===== src/rtl/cbf_pkg.sv =====
// Shared types and constants of the cubic Bezier flattener.
`default_nettype none
package cbf_pkg;

	localparam int COORD_W = 24;
	localparam int T_W     = 16;
	localparam int IDX_W   = 6;

	typedef logic signed [COORD_W-1:0] coord_t;
	typedef logic [T_W-1:0]            tval_t;
	typedef logic [IDX_W-1:0]          idx_t;

	typedef struct packed {
		coord_t p0_x;
		coord_t p0_y;
		coord_t p1_x;
		coord_t p1_y;
		coord_t p2_x;
		coord_t p2_y;
		coord_t p3_x;
		coord_t p3_y;
	} curve_t;

	typedef struct packed {
		coord_t pt_x;
		coord_t pt_y;
		idx_t   step_index;
		logic   last;
	} point_t;

	// What the sequencer hands to the interpolation pipeline each cycle.
	typedef struct packed {
		logic  valid;
		logic  last;
		idx_t  step_index;
		tval_t t;
	} issue_t;

	typedef struct packed {
		logic valid;
		logic last;
		idx_t step_index;
	} ctl_t;

endpackage
`default_nettype wire


===== src/rtl/cbf_seq.sv =====
// Sequencer: holds the current curve and issues one parameter value t per cycle.
`default_nettype none
module cbf_seq #(
	parameter int STEPS = 20
) (
	input  wire logic           clk,
	input  wire logic           arst_n,
	input  wire logic           start,
	input  wire cbf_pkg::curve_t curve,
	output logic                busy,
	output cbf_pkg::curve_t     pts,
	output cbf_pkg::issue_t     issue
);

	localparam int KW    = $clog2(STEPS);
	localparam int RW    = $clog2(2 * STEPS);
	localparam int Q_INC = 65536 / STEPS;
	localparam int R_INC = 65536 % STEPS;

	cbf_pkg::curve_t curve_q;
	logic [KW-1:0]   k_q;
	cbf_pkg::tval_t  q_q;
	logic [RW-1:0]   r_q;
	logic            active_q;

	logic            at_end;
	logic            accept;
	logic [RW-1:0]   r_sum;
	logic            carry;

	assign at_end = (k_q == KW'(STEPS - 1));
	assign busy   = active_q && !at_end;
	assign accept = start && !busy;

	// t_k = round(k*65536/STEPS) is kept as quotient and remainder and stepped by 65536/STEPS.
	assign r_sum = r_q + RW'(R_INC);
	assign carry = (r_sum >= RW'(STEPS));

	always_ff @(posedge clk or negedge arst_n) begin
		if (!arst_n) begin
			active_q <= 1'b0;
			k_q      <= '0;
			q_q      <= '0;
			r_q      <= '0;
		end else if (accept) begin
			active_q <= 1'b1;
			k_q      <= '0;
			q_q      <= '0;
			r_q      <= RW'(STEPS / 2);
		end else if (active_q) begin
			if (at_end) begin
				active_q <= 1'b0;
			end else begin
				k_q <= k_q + KW'(1);
				q_q <= q_q + cbf_pkg::T_W'(Q_INC) + cbf_pkg::T_W'(carry);
				r_q <= carry ? (r_sum - RW'(STEPS)) : r_sum;
			end
		end
	end

	always_ff @(posedge clk) begin
		if (accept) begin
			curve_q <= curve;
		end
	end

	assign pts              = curve_q;
	assign issue.valid      = active_q;
	assign issue.last       = at_end;
	assign issue.step_index = cbf_pkg::IDX_W'(k_q);
	assign issue.t          = q_q;

endmodule
`default_nettype wire


===== config.mk =====
export PLATFORM = sky130hd
export DESIGN_NAME = cbf_seq
export DESIGN_NICKNAME = d
export VERILOG_FILES = /design/src/rtl/cbf_pkg.sv /design/src/rtl/cbf_seq.sv
export SDC_FILE = /design/constraint.sdc
export NUM_CORES = 1
export LEC_CHECK = 0
export BUFFER_PORTS_ARGS = -buffer_cell sky130_fd_sc_hd__buf_2
export CORE_AREA = 2 2 162 164
export CTS_CLUSTER_SIZE = 40
export DETAILED_ROUTE_END_ITERATION = 16
export DIE_AREA = 0 0 164 166
export SLEW_MARGIN = 10
export SYNTH_ARGS = -nofsm -noshare
export SYNTH_HDL_FRONTEND = slang
export SYNTH_SLANG_ARGS = --single-unit

===== constraint.sdc =====
create_clock -name clk -period 11.09 [get_ports clk]
set_input_delay 0.5545 -clock clk [delete_from_list [all_inputs] [get_ports clk]]
set_output_delay 0.5545 -clock clk [all_outputs]
set_load 0.02 [all_outputs]

* After elaboration in Yosys (flattened, before gate mapping)
Cells that the tools add are included.
Word-level totals: bits in registers 220, bits in latches 0, bits in writable memories 0, bits in read-only memories 0, input port bits 195, output and inout bits 217, word-level logic and storage cells 39, memories 0
Cells by class: add/subtract/negate cells 5, multipliers 0, divide/modulo/power cells 0, order comparisons 1, equal/unequal tests 2, shift operators 0, multiplexer cells 13, bitwise logic cells 0, reductions and logical operators 6
Operator list (count):
- $mux 16 | 3
- $mux 6 | 4
- $add 16x1->16 | 1
- $add 16x12->16 const B | 1
- $mux 5 | 3
- $add 6x5->6 const B | 1
- $ge 6x5->1 const B | 1
- $sub 6x5->6 const B | 1
- $add 5x1->5 const B | 1
- $eq 5x5->1 const B | 1
- $mux 1 | 3
- $logic_and 1x1->1 | 2
- $logic_not 1->1 | 2
- $ne 2x1->1 const B | 1
- $reduce_and 2->1 | 1
- $reduce_bool 2->1 | 1

* Longest topological paths before layout
depth in word-level cells 7, gate-level depth with buffers 12, depth with buffers taken out 12

* Worst setup path before layout
Ideal clock, no wire load.
kind flip-flop to flip-flop, from register k_q[0], to register curve_q, in the netlist pts[0] (enable), library setup time 0.543 ns, arrival time 4.875 ns, required time 10.547 ns, setup slack 5.672 ns, cell stages (with the launch flop) 6, buffers on the path 0, clock period less this slack 5.418 ns, cells stage by stage dfrtp_1 ha_1 nand4bb_4 inv_4 o21ai_0 inv_1
On the way: cells in the longest elaborated chain, start to end 5
RTL lines:
- start, declared | line cbf_seq.sv:21 | logic [KW-1:0] k_q;
- start signal, assigned | line cbf_seq.sv:54 | k_q <= k_q + KW'(1);
- $eq 5x5->1 | line cbf_seq.sv:31 | assign at_end = (k_q == KW'(STEPS - 1));
- net at_end | line cbf_seq.sv:26 | logic at_end;
- $logic_not 1->1 | line cbf_seq.sv:32 | assign busy = active_q && !at_end;
- $logic_and 1x1->1 | line cbf_seq.sv:32
- $logic_not 1->1 | line cbf_seq.sv:33 | assign accept = start && !busy;
- $logic_and 1x1->1 | line cbf_seq.sv:33
- net accept | line cbf_seq.sv:27 | logic accept;
- end signal, assigned | line cbf_seq.sv:63 | curve_q <= curve;
- end, declared | line cbf_seq.sv:20 | cbf_pkg::curve_t curve_q;
The timed path passes the listed nets, and every way through them passes these cells. A chain may end at the register's enable or synchronous reset.

* Final worst setup path
from register k_q[0], to register curve_q, in the netlist pts[118] (enable)
On the way: cells in the longest elaborated chain, start to end 5
RTL lines (line):
- $eq 5x5->1 | cbf_seq.sv:31
- $logic_not 1->1 | cbf_seq.sv:32
- $logic_and 1x1->1 | cbf_seq.sv:32
- $logic_not 1->1 | cbf_seq.sv:33
- $logic_and 1x1->1 | cbf_seq.sv:33
- net accept | cbf_seq.sv:27
The timed path passes the listed nets, and every way through them passes these cells.

==> impl_metrics.env <==
export IMPL_reg2reg_depth=6
export IMPL_overflow=0
export IMPL_crit_chain="ha_1 > nand4bb_4 > inv_4 > o21ai_0 > inv_8 > buf_4"
export IMPL_synth_area_leaders="edfxtp_1, dfrtp_1, ha_1"
export IMPL_r2r_slack_ns=7.68
export IMPL_routedWlPerCell_um=18.3
export IMPL_drt_iter0_markers=381
export IMPL_die_height_um=166
export IMPL_ys_types=50
export IMPL_io_pin_count=412
export IMPL_peakVddDrop_v=0.000164
export IMPL_p_seq_share_pct=44.2
export IMPL_synth_top_area_cell="edfxtp_1"
export IMPL_slew_violations=0
export IMPL_internal_power_mw=1.78
export IMPL_yosysWarnings=0
export IMPL_cp_arrival_ns=3.54
export IMPL_synth_nets=557
export IMPL_crit_type="flip-flop to flip-flop"
export IMPL_max_slew_worst_pin_slew_ns=1.13
export IMPL_cts_sinks=219
export IMPL_tns_ns=0
export IMPL_cp_max_fo=102
export IMPL_grt_usage_pct=14.3
export IMPL_dp_cells=1096
export IMPL_setup_violations_final=0
export IMPL_clock_power_share_pct=29.6
export IMPL_start_util_pct=28.5
export IMPL_core_area_um2=25600
export IMPL_max_freq_mhz=293
export IMPL_seq_area_frac_synth_pct=88.1
export IMPL_clk_pin_slew_ns=0.06
export IMPL_portBuffers=410
export IMPL_postSynthCellCount=356
export IMPL_holdBufCountCts=0
export IMPL_hpwl_um=15600
export IMPL_rows=59
export IMPL_rsz0062_at_grt="no"
export IMPL_slowest_delay_ns=0.98
export IMPL_vias_per_cell=4.27
export IMPL_pre_cts_slack_ns=7.70
export IMPL_clock_path_buffers=3
export IMPL_synth_top_area_share_pct=78.9
export IMPL_cts_setup_buffers=0
export IMPL_avgSynthCellArea_um2=20.5
export IMPL_hold_viol=0
export IMPL_synth_edf_count=192
export IMPL_num_vias=4875
export IMPL_hp_class="primary input to async pin"
export IMPL_layout_common_cells="buf_2, edfxtp_1, dfrtp_1"
export IMPL_status="finished, final reports clean"
export IMPL_switching_share_pct=32.8
export IMPL_cts_resized=0
export IMPL_finClkSkew_ns=0.00928
export IMPL_worst_r2r_endpoint="pts[118]"
export IMPL_nets=989
export IMPL_routed_wl_um=21000
export IMPL_grt_pass1_wl_um=29300
export IMPL_cts_tree="yes"
export IMPL_total_power_mw=2.65
export IMPL_async_flop_share_pct=12.3
export IMPL_fin_crit_ns=3.41
export IMPL_critPathRequiredTime_ns=11.22
export IMPL_setup_ws_ns=7.68
export IMPL_final_cells=1143
export IMPL_end_kind="flip-flop"
export IMPL_chipWidth_um=164
export IMPL_drt_first_pass_iters=5
export IMPL_cts_root_buffer="clkbuf_16"
export IMPL_p_switching_mw=0.869
export IMPL_p_per_area_nw_per_um2=251
export IMPL_die_area_um2=27200
export IMPL_critPathLaunchType="flip-flop"
export IMPL_slew_headroom_pct=24.5
export IMPL_leakagePower_nw=4.43
export IMPL_cp_slowest_cell="buf_4"
export IMPL_drc=0
export IMPL_period_share_pct=30.8
export IMPL_ys_ff_latch=219
export IMPL_detail_route_antenna_nets=0
export IMPL_numCtsBuffers=25
export IMPL_final_common_cell="buf_2"
export IMPL_synthesis_area_um2=7310
export IMPL_ys_flop_type="edfxtp_1"
export IMPL_stdcell_area_um2=10500
export IMPL_clk_latency_ns=0.51
export IMPL_antenna_found_initial=1
export IMPL_gp_congestion=0.804
export IMPL_ctsHtreeMaxLevel=1
export IMPL_p_comb_share_pct=26.2
export IMPL_reg2reg_from="k_q[0]"
export IMPL_syn2layout_area_growth_pct=44.2
export IMPL_grt_pass1_vias=4715
export IMPL_placed_area_um2=9760
export IMPL_grt_max_degree=103
export IMPL_maxCapViolations=0
export IMPL_drive_gt1_share_pct=57.1
[cells in the mapped netlist (2+ instances only)]
cell	count
ha_1	6
inv_2	2
dfrtp_1	27
a31oi_1	5
nand2b_1	2
a211oi_2	2
o31ai_1	3
nand3_1	8
o21ai_0	12
inv_1	13
o211a_1	2
o22ai_1	3
a21oi_1	13
buf_2	2
buf_4	3
or3_1	4
nand2_1	17
o211ai_1	4
nor2_1	5
edfxtp_1	192
nor3_1	2
[per-layer routing]
| layer | wire (µm) | part of all wire, % | vias to the layer above | GRT usage (%) |
|---|---|---|---|---|
| met5 | 0 | 0 | - | 0 |
| met3 | 2090 | 10 | 28 | 4.87 |
| li1 | - | - | 2254 | - |
| met4 | 291 | 1.4 | 0 | 3.32 |
| met1 | 8210 | 39 | 2363 | 17.4 |
| met2 | 10400 | 49 | 230 | 24.4 |
[how the worst max path moves through the flow]
stage,startpoint,to,slack (ns),depth (start not counted)
finish,k_q[0],pts[118],7.68,6
global route,k_q[0],pts[186],7.42,6
CTS,k_q[0],pts[118],7.69,6
detailed placement,k_q[0],pts[153],7.70,6
global placement,k_q[0],pts[139],7.86,6
floorplan,k_q[0],pts[0],5.67,5
[area by class of cell]
class | instances | area (µm²)
Fill cell | 2397 | 15100
Sequential cell | 219 | 6440
Timing Repair Buffer | 411 | 2060
Multi-Input combinational cell | 115 | 771
Clock buffer | 29 | 641
Tap cell | 335 | 419
Clock inverter | 17 | 141
Inverter | 16 | 70.1
Antenna cell | 1 | 2.50
[critical path, delay by kind of cell (launching register included)]
kind,cells,cell delay [ns]
compound gates,1,0.28
fa+ha+maj,1,0.30
buf+inv,3,1.62
flops,1,0.41
simple gates,1,0.19
[state kept, by name, summed over array words and instances (netlist names)]
signal	count
pts	192
r_q	5
active_q	1
q_q	16
k_q	5
[power groups by stage]
| stage | Sequential, mW | Combinational [mW] | Clock, mW |
|---|---|---|---|
| after CTS | 1.17 | 0.705 | 0.808 |
| after detailed placement | 1.19 | 0.703 | 0 |
| after floorplan | 1.36 | 0.292 | 0 |
| after global routing | 1.19 | 0.759 | 0.843 |
| final | 1.17 | 0.695 | 0.784 |
| after global placement | 1.18 | 0.694 | 0 |
[stage by stage]
| stage | hold WS [ns] | utilization, % |
|---|---|---|
| after floorplan | 0.259 | - |
| after detailed placement | 0.470 | 38.1 |
| final | 0.0624 | 41.2 |
| after global routing | 0.0855 | 41.2 |
| after global placement | 0.478 | 38.1 |
| after CTS | 0.0493 | 41.2 |
[logic make-up (layout without fill, tap and decap cells)]
logic type,Yosys count,after routing,share of synthesized area [%]
AO/OA/AOI/OAI,59,59,5.56
buffers and inverters,22,473,1.35
other,1,2,0.0513
adder cells (fa/ha/maj),6,6,1.03
multiplexers,2,2,0.291
XOR/XNOR,2,2,0.240
flip-flops,219,219,88.1
AND/OR/NAND/NOR,45,45,3.37
(Power assumes the default switching activity.)
